## config.mk

```make
export PLATFORM = sky130hd
export DESIGN_NAME = pulse_width_frame_decoder_core
export DESIGN_NICKNAME = d
export VERILOG_FILES = /design/src/sv/pwfd_pkg.sv /design/src/sv/pwfd_cfg_regs.sv /design/src/sv/pwfd_decode.sv /design/src/sv/pulse_width_frame_decoder_core.sv
export SDC_FILE = /design/constraint.sdc
export NUM_CORES = 1
export LEC_CHECK = 0
export BUFFER_PORTS_ARGS = -buffer_cell sky130_fd_sc_hd__buf_2
export CAP_MARGIN = 20
export CORE_ASPECT_RATIO = 1.25
export CORE_MARGIN = 2
export CORE_UTILIZATION = 60
export CTS_BUF_LIST = sky130_fd_sc_hd__clkbuf_2 sky130_fd_sc_hd__clkbuf_4 sky130_fd_sc_hd__clkbuf_8
export DETAILED_ROUTE_END_ITERATION = 10
export HOLD_SLACK_MARGIN = 0.05
export PLACE_DENSITY_LB_ADDON = 0.2
export SYNTH_ARGS = -nofsm -noshare
export SYNTH_HDL_FRONTEND = slang
export SYNTH_SLANG_ARGS = --single-unit
```

## constraint.sdc

```tcl
create_clock -name clk -period 16.45 [get_ports clk]
set_clock_uncertainty 0.05 [all_clocks]
set_input_delay 0.8225 -clock clk [delete_from_list [all_inputs] [get_ports clk]]
set_output_delay 0.8225 -clock clk [all_outputs]
set_load 0.05 [all_outputs]
```

## src/sv/pwfd_pkg.sv

```systemverilog
// Shared types, register codes and reset values for the pulse-width frame decoder.
// Depends on nothing; every other file of the block imports it.
package pwfd_pkg;

  localparam int TIME_W       = 64;
  localparam int PUB_W        = 40;
  localparam int COUNT_W      = 8;
  localparam int ERR_W        = 32;
  localparam int CODE_W       = 3;
  localparam int CFG_DATA_W   = 24;
  localparam int CFG_INDEX_W  = 3;
  localparam int FRAME_PULSES_DEF = 40;

  localparam logic [CFG_INDEX_W-1:0] REG_DEBOUNCE    = 3'd0;
  localparam logic [CFG_INDEX_W-1:0] REG_SHORT_LIMIT = 3'd1;
  localparam logic [CFG_INDEX_W-1:0] REG_BIT_GAP     = 3'd2;
  localparam logic [CFG_INDEX_W-1:0] REG_START_GAP   = 3'd3;
  localparam logic [CFG_INDEX_W-1:0] REG_FRAME_LIMIT = 3'd4;

  localparam logic [CODE_W-1:0] ERR_NONE       = 3'd0;
  localparam logic [CODE_W-1:0] ERR_OVERFLOW   = 3'd1;
  localparam logic [CODE_W-1:0] ERR_INCOMPLETE = 3'd2;
  localparam logic [CODE_W-1:0] ERR_BIT_GAP    = 3'd3;
  localparam logic [CODE_W-1:0] ERR_TIMEOUT    = 3'd4;

  localparam logic [15:0] DEBOUNCE_RST    = 16'd100;
  localparam logic [19:0] SHORT_LIMIT_RST = 20'd1500;
  localparam logic [19:0] BIT_GAP_RST     = 20'd5000;
  localparam logic [23:0] START_GAP_RST   = 24'd90000;
  localparam logic [23:0] FRAME_LIMIT_RST = 24'd200000;

  typedef struct packed {
    logic [15:0] debounce_time;
    logic [19:0] short_pulse_limit;
    logic [19:0] bit_gap_limit;
    logic [23:0] start_gap;
    logic [23:0] frame_time_limit;
  } cfg_t;

  typedef struct packed {
    logic [TIME_W-1:0]  last_edge_time;
    logic [TIME_W-1:0]  frame_start_time;
    logic               frame_open;
    logic [COUNT_W-1:0] staging_count;
    logic [PUB_W-1:0]   published_bits;
    logic [ERR_W-1:0]   error_counter;
  } state_t;

  typedef struct packed {
    logic               valid;
    logic [PUB_W-1:0]   frame_bits;
    logic [COUNT_W-1:0] pulse_count;
    logic [CODE_W-1:0]  frame_status;
    logic [ERR_W-1:0]   error_total;
  } result_t;

endpackage

```

## src/sv/pwfd_cfg_regs.sv

```systemverilog
// Configuration register file of the pulse-width frame decoder.
// Depends on pwfd_pkg for the register codes, reset values and cfg_t.
module pwfd_cfg_regs
  import pwfd_pkg::*;
(
  input  logic                   clk,
  input  logic                   rst,
  input  logic                   cfg_write,
  input  logic [CFG_INDEX_W-1:0] cfg_index,
  input  logic [CFG_DATA_W-1:0]  cfg_data,
  output cfg_t                   cfg
);

  always_ff @(posedge clk) begin
    if (rst) begin
      cfg.debounce_time     <= DEBOUNCE_RST;
      cfg.short_pulse_limit <= SHORT_LIMIT_RST;
      cfg.bit_gap_limit     <= BIT_GAP_RST;
      cfg.start_gap         <= START_GAP_RST;
      cfg.frame_time_limit  <= FRAME_LIMIT_RST;
    end else if (cfg_write) begin
      // mask to register width; unknown indexes drop the write
      unique case (cfg_index)
        REG_DEBOUNCE:    cfg.debounce_time     <= cfg_data[15:0];
        REG_SHORT_LIMIT: cfg.short_pulse_limit <= cfg_data[19:0];
        REG_BIT_GAP:     cfg.bit_gap_limit     <= cfg_data[19:0];
        REG_START_GAP:   cfg.start_gap         <= cfg_data[23:0];
        REG_FRAME_LIMIT: cfg.frame_time_limit  <= cfg_data[23:0];
        default: ;
      endcase
    end
  end

endmodule

```

## src/sv/pwfd_decode.sv

```systemverilog
// Edge classifier: from one timestamp, the settings and the decoder state, forms
// the next state and the optional frame report. Depends on pwfd_pkg.
module pwfd_decode
  import pwfd_pkg::*;
#(
  parameter int FRAME_PULSES = FRAME_PULSES_DEF
) (
  input  cfg_t                    cfg,
  input  state_t                  st,
  input  logic [FRAME_PULSES-1:0] staging_bits,
  input  logic [TIME_W-1:0]       now,
  output state_t                  st_next,
  output logic [FRAME_PULSES-1:0] staging_bits_next,
  output result_t                 res
);

  localparam logic [COUNT_W-1:0] FP_COUNT  = COUNT_W'(FRAME_PULSES);
  localparam logic [COUNT_W-1:0] COUNT_MAX = {COUNT_W{1'b1}};

  logic [TIME_W-1:0]  gap;
  logic [TIME_W-1:0]  age;
  logic [COUNT_W-1:0] idx;
  logic [PUB_W-1:0]   staged_pub;

  assign gap        = now - st.last_edge_time;
  assign age        = (st.frame_start_time != '0) ? now - st.frame_start_time : '0;
  assign idx        = st.staging_count;
  assign staged_pub = PUB_W'(staging_bits);

  always_comb begin
    st_next           = st;
    staging_bits_next = staging_bits;
    res.valid         = 1'b0;
    res.pulse_count   = idx;
    res.frame_status  = ERR_NONE;

    if (st.last_edge_time == '0) begin
      // first edge: record its time only
      st_next.last_edge_time = now;
    end else if (gap >= TIME_W'(cfg.debounce_time)) begin
      st_next.last_edge_time = now;
      if (gap >= TIME_W'(cfg.start_gap)) begin
        if (st.frame_open) begin
          res.valid = 1'b1;
          if (idx == FP_COUNT) begin
            st_next.published_bits = staged_pub;
            res.frame_status       = ERR_NONE;
          end else if (idx > FP_COUNT) begin
            res.frame_status      = ERR_OVERFLOW;
            st_next.error_counter = st.error_counter + 1'b1;
          end else begin
            res.frame_status      = ERR_INCOMPLETE;
            st_next.error_counter = st.error_counter + 1'b1;
          end
        end
        staging_bits_next        = '0;
        st_next.staging_count    = '0;
        st_next.frame_start_time = now;
        st_next.frame_open       = 1'b1;
      end else if (st.frame_open) begin
        if (gap > TIME_W'(cfg.bit_gap_limit)) begin
          res.valid             = 1'b1;
          res.frame_status      = ERR_BIT_GAP;
          st_next.frame_open    = 1'b0;
          st_next.error_counter = st.error_counter + 1'b1;
        end else if (age > TIME_W'(cfg.frame_time_limit)) begin
          res.valid             = 1'b1;
          res.frame_status      = ERR_TIMEOUT;
          st_next.frame_open    = 1'b0;
          st_next.error_counter = st.error_counter + 1'b1;
        end else begin
          // store a short pulse as one; pulses past the frame length are only counted
          if (gap < TIME_W'(cfg.short_pulse_limit) && idx < FP_COUNT) begin
            staging_bits_next = staging_bits |
                                (FRAME_PULSES'(1) << idx[$clog2(FRAME_PULSES+1)-1:0]);
          end
          if (idx != COUNT_MAX) begin
            st_next.staging_count = idx + 1'b1;
          end
        end
      end
    end

    res.frame_bits  = st_next.published_bits;
    res.error_total = st_next.error_counter;
  end

endmodule

```

## src/sv/pulse_width_frame_decoder_core.sv

```systemverilog
// Pulse-width frame decoder: each beat on the input channel carries the microsecond
// timestamp of one falling edge. One beat is accepted every cycle while ready is high;
// its report, if any, passes through the input register, then the result register.
// While the result register is full, silent edges still pass through; a beat that
// reports waits in the input register and holds ready low until the result register frees.
// The per-edge path is the 64-bit gap and frame-age subtracts, side by side, with their
// threshold compares. Configuration writes take effect at once and belong in idle periods.
// Depends on pwfd_pkg, pwfd_cfg_regs and pwfd_decode.
module pulse_width_frame_decoder_core
  import pwfd_pkg::*;
#(
  parameter int FRAME_PULSES = FRAME_PULSES_DEF
) (
  input  logic                   clk,
  input  logic                   rst,
  input  logic                   cfg_write,
  input  logic [CFG_INDEX_W-1:0] cfg_index,
  input  logic [CFG_DATA_W-1:0]  cfg_data,
  input  logic                   in_valid,
  output logic                   in_ready,
  input  logic [TIME_W-1:0]      edge_time,
  output logic                   out_valid,
  input  logic                   out_ready,
  output logic [PUB_W-1:0]       frame_bits,
  output logic [COUNT_W-1:0]     pulse_count,
  output logic [CODE_W-1:0]      frame_status,
  output logic [ERR_W-1:0]       error_total
);

  cfg_t                    cfg;
  state_t                  st;
  state_t                  st_next;
  logic [FRAME_PULSES-1:0] staging_bits;
  logic [FRAME_PULSES-1:0] staging_bits_next;
  result_t                 res;

  logic              s1_valid;
  logic [TIME_W-1:0] s1_time;
  logic              out_free;
  logic              s1_go;

  pwfd_cfg_regs u_cfg (
    .clk       (clk),
    .rst       (rst),
    .cfg_write (cfg_write),
    .cfg_index (cfg_index),
    .cfg_data  (cfg_data),
    .cfg       (cfg)
  );

  pwfd_decode #(
    .FRAME_PULSES (FRAME_PULSES)
  ) u_decode (
    .cfg               (cfg),
    .st                (st),
    .staging_bits      (staging_bits),
    .now               (s1_time),
    .st_next           (st_next),
    .staging_bits_next (staging_bits_next),
    .res               (res)
  );

  assign out_free = !out_valid || out_ready;
  // advance unless a report is due and the result register is still full
  assign s1_go    = s1_valid && (!res.valid || out_free);
  assign in_ready = !s1_valid || s1_go;

  always_ff @(posedge clk) begin
    if (rst) begin
      s1_valid <= 1'b0;
    end else if (in_ready) begin
      s1_valid <= in_valid;
    end
  end

  always_ff @(posedge clk) begin
    if (in_ready && in_valid) begin
      s1_time <= edge_time;
    end
  end

  always_ff @(posedge clk) begin
    if (rst) begin
      st           <= '0;
      staging_bits <= '0;
    end else if (s1_go) begin
      st           <= st_next;
      staging_bits <= staging_bits_next;
    end
  end

  always_ff @(posedge clk) begin
    if (rst) begin
      out_valid <= 1'b0;
    end else if (s1_go && res.valid) begin
      out_valid <= 1'b1;
    end else if (out_ready) begin
      out_valid <= 1'b0;
    end
  end

  always_ff @(posedge clk) begin
    if (s1_go && res.valid) begin
      frame_bits   <= res.frame_bits;
      pulse_count  <= res.pulse_count;
      frame_status <= res.frame_status;
      error_total  <= res.error_total;
    end
  end

`ifndef ASSERT_OFF
  a_stall_needs_full: assert property (@(posedge clk) disable iff (rst)
    !in_ready |-> s1_valid && out_valid)
    else $error("input stalled while a stage is empty");

  a_complete_count: assert property (@(posedge clk) disable iff (rst)
    out_valid && frame_status == ERR_NONE |-> pulse_count == COUNT_W'(FRAME_PULSES))
    else $error("complete frame with wrong pulse count");

  a_overflow_count: assert property (@(posedge clk) disable iff (rst)
    out_valid && frame_status == ERR_OVERFLOW |-> pulse_count > COUNT_W'(FRAME_PULSES))
    else $error("overflow report without excess pulses");

  a_code_range: assert property (@(posedge clk) disable iff (rst)
    out_valid |-> frame_status <= ERR_TIMEOUT)
    else $error("undefined error code reported");
`endif

endmodule

```

==> out/summary.md, run 1 <==
The number of nets in the synthesized netlist is 4,138. The number of max-slew violations in the final report is 0. CTS built an H-tree with a depth of 3.

Sequential cells account for 39.4% of the total power. The clock buffer count from CTS was 81; the total iterations of the first detailed-routing run was 6. The total negative setup slack was 0 ns. In this run the power spent charging and discharging nets is 1.17 mW. Entering global routing, the biggest net connects 101 pins. For the global-route wire length before repair, the log shows 151,000 um. The die covers 0.0553 mm^2. For the fmax, the log shows 125 MHz. The worst setup path is of the reg2reg kind.

The starting DRC count in detailed routing was 2,430. The maximum cell stage delay along the critical path was 1.05 ns. The die is 211 um wide.

Counting flops with an async set or reset pin after synthesis yields a share of 0%. Global routing used 34.6% of the available tracks across all layers. At the pin with the least slew margin, the transition time is 1.13 ns. The routed wire length is 97,600 um, and the routed wirelength normalized by instance count is 21.1 um.

STA classifies the critical path startpoint as a register. The initial antenna violation count was 1. For the number of gates given a new drive strength after cts, the log shows 0.

The relative contribution of combinational cells to total power was 26.7%; the non-filler instance count after layout was 4,638. The number of buffer and inverter stages on the critical path came out at 2. The flow ran to the end, and the final reports show no timing, DRC or antenna violations. TritonCTS built the clock tree. The run gives 14.0 nW as the static power due to leakage. Sequential element share of the synthesized area: 36.0%.

The run gives 74,900 um as the HPWL reported at the end of detailed placement. The fraction of power spent switching nets works out to 34.0%. The worst min-delay path category is in2reg. Subtracting the final worst setup slack from the clock period gives 8.02 ns.

After clock tree synthesis, the clock-pin slew on the worst setup and hold paths is 0.06 ns. The run gives 0 as the final number of hold-violating endpoints. Cells with a size suffix above 1 make up 12.0% of the layout.

After floorplanning, the core was sized to cover 0.0527 mm^2. The worst path uses 48.8% of the clock period. Each instance of the synthesized netlist takes up on average 8.42 um^2. The leading register cell type out of synthesis was dfxtp_1. Measured along the y axis, the die boundary spans 262 um. For the internal power, the log shows 2.27 mW. VDD sags by at most 0.0786 mV. For this run, design rule violations remaining after detail routing come to 0. The proportion of power drawn by the clock network was 33.8%.

Detail-routed via count per cell: 6.20. At the later pin of the worst-skew pair, clock insertion delay measures 0.70 ns. The slowest stage of the critical path belongs to the cell o41ai_4. The required time of the critical path was 17.01 ns. After filler insertion, the fill cell instance count of the layout stands at 4,655. Family of cells with the greatest summed delay on the critical path: compound AO/OA/AOI/OAI gates. The tools report the clock root buffer master as clkbuf_8. Across all setup checks in the final design, the least slack found is 8.43 ns. The total congestion overflow after global routing is 0.

Setup repair after global routing left no endpoint under its margin. STA classifies the critical path endpoint as a register. In this run the tightest slew margin relative to its limit is 24.7%. Of all nets on the critical path, the largest fanout is 24. The run gives 0.0320 mm^2 as the cell area after synthesis. The run gives 27,778 as the via count of the first global-routing pass. Count of port buffers added during placement: 180. The logs give 105 for the distinct cell type count of the synthesized netlist and 0 for the number of buffers inserted for hold repair after clock tree synthesis. The tools report the number of endpoints failing setup at the final stage as 0. The tools report the max-cap check violation count as 0.

After detailed placement, the design holds a cell count of 4,485. The number of enable-type register cells in the synthesized netlist is 147. At the end of routability-driven placement, the weighted congestion stood at 1.06. The area growth from synthesis to layout was 8.90%; the number of synthesized register bits was 502.

In this run the post-CTS setup repair buffer count came out at 0. Dividing total power by cell area gives a power density of 98.7 mW/mm^2. The I/O pin count is 181, and the maximum buffer depth of the clock tree is 3.

The initialized floorplan defines 94 standard-cell rows. For this configuration, the core starts out at a cell density of 60.8%. The synthesized instance count is 3,804. Clock tree synthesis found a total of 502 sinks.

In the final design database the tool counted 4,231 nets. The data arrival time of the critical path was 8.59 ns. For this block, the via count after detailed routing is 28,738.

The Yosys step of the flow raised 0 warnings. The worst slack at placement was 8.51 ns; the number of antenna-violating nets in the routed design was 0.
-- per-stage QoR --
| stage | area, um^2 | util [%] | total power, mW | hold WS, ns |
|---|---|---|---|---|
| finish | 34900 | 66.2 | 3.44 | 0.257 |
| global route | 34900 | 66.2 | 3.60 | 0.245 |
| CTS | 34900 | 66.2 | 3.44 | 0.212 |
| detailed placement | 33100 | 62.8 | 2.28 | 0.397 |
| global placement | 33100 | 62.8 | 2.28 | 0.392 |
| floorplan | 32000 | - | 2.01 | 0.373 |
-- final timing paths --
path	start	endpoint	slack, ns	cells after the start
max reg2reg	s1_time[0]$_DFFE_PP_	staging_bits[39]$_SDFFE_PP0P_	8.43	25
max	s1_time[0]$_DFFE_PP_	staging_bits[39]$_SDFFE_PP0P_	8.43	25
min	edge_time[25]	s1_time[25]$_DFFE_PP_	0.26	1
min reg2reg	u_cfg.cfg[97]$_SDFFE_PP0P_	u_cfg.cfg[97]$_SDFFE_PP0P_	0.40	2
-- Yosys cell counts (all sizes together), types with 26 or more instances --
cell    count  area share [%]
xor2       72             2.0
nor2      346             4.1
o211ai     57             1.4
a21oi     312             5.0
dfxtp     355              22
edfxtp    147              14
nand3      59            0.92
nor3       76             1.3
nand4      91             1.9
o21ai     156             2.5
o31ai      35            0.84
ha        236             9.2
nand2     540             6.3
clkbuf    105             1.2
mux2i     177             5.5
a211oi     29            0.70
a21o       72             1.7
xnor2      38             1.0
inv       266             3.1
o21a       50             1.2
buf        85             1.4
a31oi      26            0.53
mux2       45             1.6
nor4       61             1.4
-- cell usage in the layout, fill, tap and decap left out, types with 19 or more instances in the layout --
master	synthesis	layout
nand2_1	540	540
dfxtp_1	355	355
nor2_1	345	344
a21oi_1	302	302
inv_1	266	265
ha_1	236	236
buf_2	69	179
mux2i_1	177	177
edfxtp_1	147	147
o21ai_0	116	115
clkbuf_8	0	89
nand4_1	87	87
a21o_1	72	72
xor2_1	72	72
nor3_1	68	67
nand3_1	59	59
o211ai_1	55	55
nor4_1	56	55
o21a_1	49	49
mux2_2	44	44
o21ai_1	38	39
xnor2_1	38	38
clkbuf_4	0	36
o31ai_1	34	34
a211oi_1	28	28
nand2b_1	25	25
a31oi_1	25	25
and3_1	24	23
o21bai_1	22	22
nor2b_1	22	22
or4_1	22	22
or2_2	20	20
buf_4	6	19
-- area by class of cell --
type                       count  area [um^2]  share of cell area (%)
antenna                        1         2.50                 0.00717
clock buffer                 125         1500                    4.29
clock inverter                26          253                   0.724
inverter                     266         1000                    2.87
multi-input combinational   2846        18700                    53.6
sequential                   502        11500                    33.0
tap                          672          841                    2.41
timing repair buffer         200         1080                    3.09
-- worst register-to-register path: cells and delay by family (launching register included) --
kind,cells,cell delay (ns)
AO/OA/AOI/OAI,12,3.98
XOR/XNOR,1,0.15
adder cells (fa/ha/maj),3,0.91
buffers and inverters,2,0.20
flip-flops,1,0.38
AND/OR/NAND/NOR,7,2.27
-- power groups by stage --
stage | clock, mW | combinational, mW | sequential [mW]
floorplan | 0 | 0.643 | 1.36
global placement | 0 | 0.893 | 1.38
detailed placement | 0 | 0.898 | 1.38
CTS | 1.18 | 0.902 | 1.36
global route | 1.23 | 1.00 | 1.36
finish | 1.17 | 0.921 | 1.36
-- cells by family (layout without fill, tap and decap cells) --
| kind of cell | count (synthesis) | in the layout | synth area share (%) |
|---|---|---|---|
| buffers and inverters | 456 | 617 | 5.78 |
| adder cells (fa/ha/maj) | 238 | 238 | 9.34 |
| AND/OR/NAND/NOR | 1365 | 1365 | 20.1 |
| AO/OA/AOI/OAI | 911 | 911 | 18.7 |
| multiplexers | 222 | 222 | 7.11 |
| other | 0 | 1 | 0 |
| flip-flops | 502 | 502 | 36.0 |
| XOR/XNOR | 110 | 110 | 3.01 |
-- registers in the layout, summed over array words and instances, names as in the netlist --
name / cells
error_total: 32
frame_bits: 40
s1_valid: 1
frame_status: 3
pulse_count: 8
out_valid: 1
staging_bits: 40
s1_time: 64
st: 209
u_cfg.cfg: 104
-- routing by layer --
metal / share of wire [%] / vias up / track usage [%]
met4: 6.0 / 0 / 20.3
met3: 6.0 / 283 / 3.94
met5: 0 / - / 0
met1: 40 / 13438 / 42.7
met2: 48 / 1164 / 58.4
li1: - / 13853 / -
No activity file was read; power rests on OpenSTA's default activity.
==> run 2, diff against run 1 <==
==> constraint.sdc (replaced) <==
create_clock -name clk -period 7.6 [get_ports clk]
set_clock_uncertainty 0.05 [all_clocks]
set_input_delay 0.38 -clock clk [delete_from_list [all_inputs] [get_ports clk]]
set_output_delay 0.38 -clock clk [all_outputs]
set_load 0.05 [all_outputs]
==> out/summary.md, run 2 (synthesized netlist as in run 1, its figures left out) <==
The path class of the tightest hold or removal check is in2reg. The sort of element at the start of the critical path was a register. The number of antenna-violating nets in the routed design was 0 (unchanged).

Final weighted congestion in routability-driven placement: 1.03 (-3.4%). The fraction of power spent switching nets was 33.7% (-0.30 points). TritonCTS built the clock tree. The most congested layer reported by global routing is met2. Global-route wire length before repair: 155,000 um (+2.3%). The vertical die dimension was 262 um (unchanged); the final number of hold-violating endpoints was 0 (unchanged). The maximum buffer depth of the clock tree was 3 (unchanged). The logs give 6 (unchanged) for the total iterations of the first detailed-routing run and 4.22% (+0.27 points) for the met3 track demand over resource.

The worst-path maximum fanout is 6 (-75%). The tools report the HPWL reported at the end of detailed placement as 74,900 um (about the same). The routing usage on met2 was 61.1% (+2.7 points); the fraction of power consumed by sequential logic was 38.8% (-0.6 points). The horizontal die dimension was 211 um (unchanged). The total negative setup slack was 0 ns (unchanged); the number of cells on the worst hold path was 2 (+1). The routed wirelength normalized by instance count came out at 21.0 um (-0.19%). The master of the slowest instance on the critical path was nor4_4.

The initial standard-cell utilization of the core was 60.8% (unchanged). The clock insertion delay at the later pin of the skew report is 0.72 ns (+0.02 ns), and the number of endpoints failing setup at the final stage is 0 (unchanged). The library cell used most frequently in the layout, excluding fill and tap cells, is nand2_1.

Leaving out fill and tap cells, the most frequent cells in the layout are 540 x nand2_1, 355 x dfxtp_1, 344 x nor2_1. Internal power: 5.03 mW (+120%). For the met1 demand-to-capacity share in global routing, the log shows 43.4% (+0.78 points). Detail-routed via count per cell: 6.18 (-0.29%).

The clock root buffer master was clkbuf_8. For the total congestion overflow after global routing, the log shows 0 (unchanged). The measured slew at the worst slew-check pin came out at 1.08 ns (-0.0540 ns). Timing would allow up to 139 MHz. The tools report the share of the core filled with cells as 68.6% (+2.4 points).

Type of the setup path with the least slack: reg2out. The maximum cell stage delay along the critical path is 0.46 ns (-0.59 ns), and the fraction of final layout cells sized beyond drive strength 1 is 12.4% (+0.37 points). The initial antenna violation count was 1 (unchanged). The largest registers in the layout are st (209), u_cfg.cfg (104), s1_time (64). The net load switching power is 2.56 mW (+120%), and the required time of the critical path is 7.17 ns (-9.84 ns). The count of filler cells inserted in the layout is 4,379 (-5.9%). The global router's overall resource usage came out at 35.4% (+0.77 points). The least setup slack across all paths after layout is 0.399 ns (-8.03 ns). The row count came out at 94 (unchanged). STA classifies the critical path endpoint as an output pin.

The final critical path time including I/O delays and setup is 7.20 ns, and the clock input transition at the sequential cells of the worst setup and hold paths is 0.06 ns (about the same). The count of port buffers added during placement was 180 (unchanged). The remaining design rule violation count is 0 (unchanged). Counting flops per register, the top entry is st. The worst slack at placement is 0.512 ns (-8.00 ns).

For the H-tree depth, the log shows 3 (unchanged). The maximum vdd drop is 0.188 mV (+140%), and the proportion of power drawn by the clock network is 34.2% (+0.4 points). The hold slack was 0.139 ns (-0.118 ns); the clock buffer count from CTS was 81 (unchanged). Areal power density over the cells: 210 mW/mm^2 (+110%). The flow ran to the end, and the final reports show no timing, DRC or antenna violations. The starting DRC count in detailed routing is 2,081 (-14%), and the routed wire length is 99,900 um (+2.3%).

Of the available clock period, the critical path in the final layout requires 94.8%. The tools report the data arrival time of the critical path as 6.77 ns (-1.82 ns). The tools report the number of sinks driven by the clock tree as 502 (unchanged).

The run gives 0.0553 mm^2 (unchanged) as the area of the die. The logic depth of the worst register-to-register path is 27 (+8.0%), and the relative contribution of combinational cells to total power is 27.0% (+0.3 points). The area growth from synthesis to layout is 12.8%. The core area is 0.0527 mm^2 (unchanged), and the routed via count is 29,365 (+2.2%).

Pin count of the biggest net entering global routing: 100 (-0.99%). The run gives 7.58 mW (+120%) as the total power draw. The logs give 14.5 nW (+4.1%) for the static power due to leakage and 28,385 (+2.2%) for the via count of the first global-routing pass.

The logs give 4,345 (+2.7%) for the number of nets in the final layout and 28.3% (+3.6 points) for the worst relative slew slack. The max-cap check violation count came out at 0 (unchanged). The number of max-slew violations in the final report came out at 0 (unchanged). The flip-flop count of the largest register, all copies and words added is 209 (unchanged), and the I/O pin count is 181 (unchanged).

The critical path goes through inv_1 > ha_1 > inv_1 > fa_1 > a211oi_2 > o21ai_1 > a21oi_2 > a21boi_1 > o21bai_1 > nand2b_1 > xnor2_1 > nor2_1 > ha_1 > and4_1 > a221o_1 > o21ai_0 > o21ai_0 > a2111oi_2 > nand4b_1 > nor4_4 > a41o_2 > a31oi_1 > nand2_1 > buf_2.
-- run 2: cell count changes in the layout (fill, tap and decap cells not counted), sizes merged --
cell         change
buf             +24
bufinv           +1
clkbuf           -3
clkinv           +5
clkinvlp         -2
dlygate4sd3     +90
-- run 2: layout make-up --
| type | count | area [um^2] | share of cell area [%] |
|---|---|---|---|
| sequential | 502 | 11500 | 31.9 |
| antenna | 1 | 2.50 | 0.00692 |
| clock buffer | 122 | 1520 | 4.21 |
| inverter | 266 | 1000 | 2.77 |
| multi-input combinational | 2846 | 18700 | 51.8 |
| clock inverter | 30 | 299 | 0.827 |
| timing repair buffer | 314 | 2240 | 6.19 |
| tap | 672 | 841 | 2.33 |
-- run 2: through the flow --
step | cell area [um^2] | instances
detailed placement | 33400 | 4509
CTS | 36100 | 4751
global route | 36100 | 4753
global placement | 33400 | 4509
floorplan | 32000 | 3804
finish | 36100 | 4753
-- run 2: final timing paths --
path | start | endpoint | slack, ns
setup / recovery | s1_time[0]$_DFFE_PP_ | in_ready | 0.40
hold / removal | rst | st[40]$_SDFFE_PP0P_ | 0.14
setup reg to reg | s1_time[0]$_DFFE_PP_ | staging_bits[4]$_SDFFE_PP0P_ | 0.53
hold reg to reg | u_cfg.cfg[92]$_SDFFE_PP0P_ | u_cfg.cfg[92]$_SDFFE_PP0P_ | 0.40
-- run 2: power by group through the flow --
stage	Sequential [mW]	Combinational [mW]	Clock, mW
detailed placement	3.00	1.96	0
floorplan	2.95	1.39	0
CTS	2.94	2.00	2.61
global placement	2.99	1.95	0
finish	2.94	2.05	2.59
global route	2.95	2.23	2.75
-- run 2: critical path, delay by kind of cell, from the launching register on --
| family | cells | cell delay (ns) |
|---|---|---|
| AOI/OAI and AO/OA | 11 | 2.89 |
| xor gates and xnor gates | 1 | 0.18 |
| adders and majority gates | 3 | 0.94 |
| buffers and inverters | 3 | 0.48 |
| DFF | 1 | 0.38 |
| and+or+nand+nor | 6 | 1.19 |
-- run 2: metal layers --
layer	vias up	routed length, um
met5	-	0
met3	249	6000
met2	1108	48000
met1	13926	40500
met4	0	5340
li1	14082	-
-- run 2: repair_timing --
| item | 4_1_cts | 5_1_grt |
|---|---|---|
| gates resized for setup | 0 | 3 |
| hold endpoints to repair | 170 | 0 |
| setup endpoints to repair | 0 | 4 |
| hold buffers | 90 | 0 |
| buffers inserted | 0 | 1 |
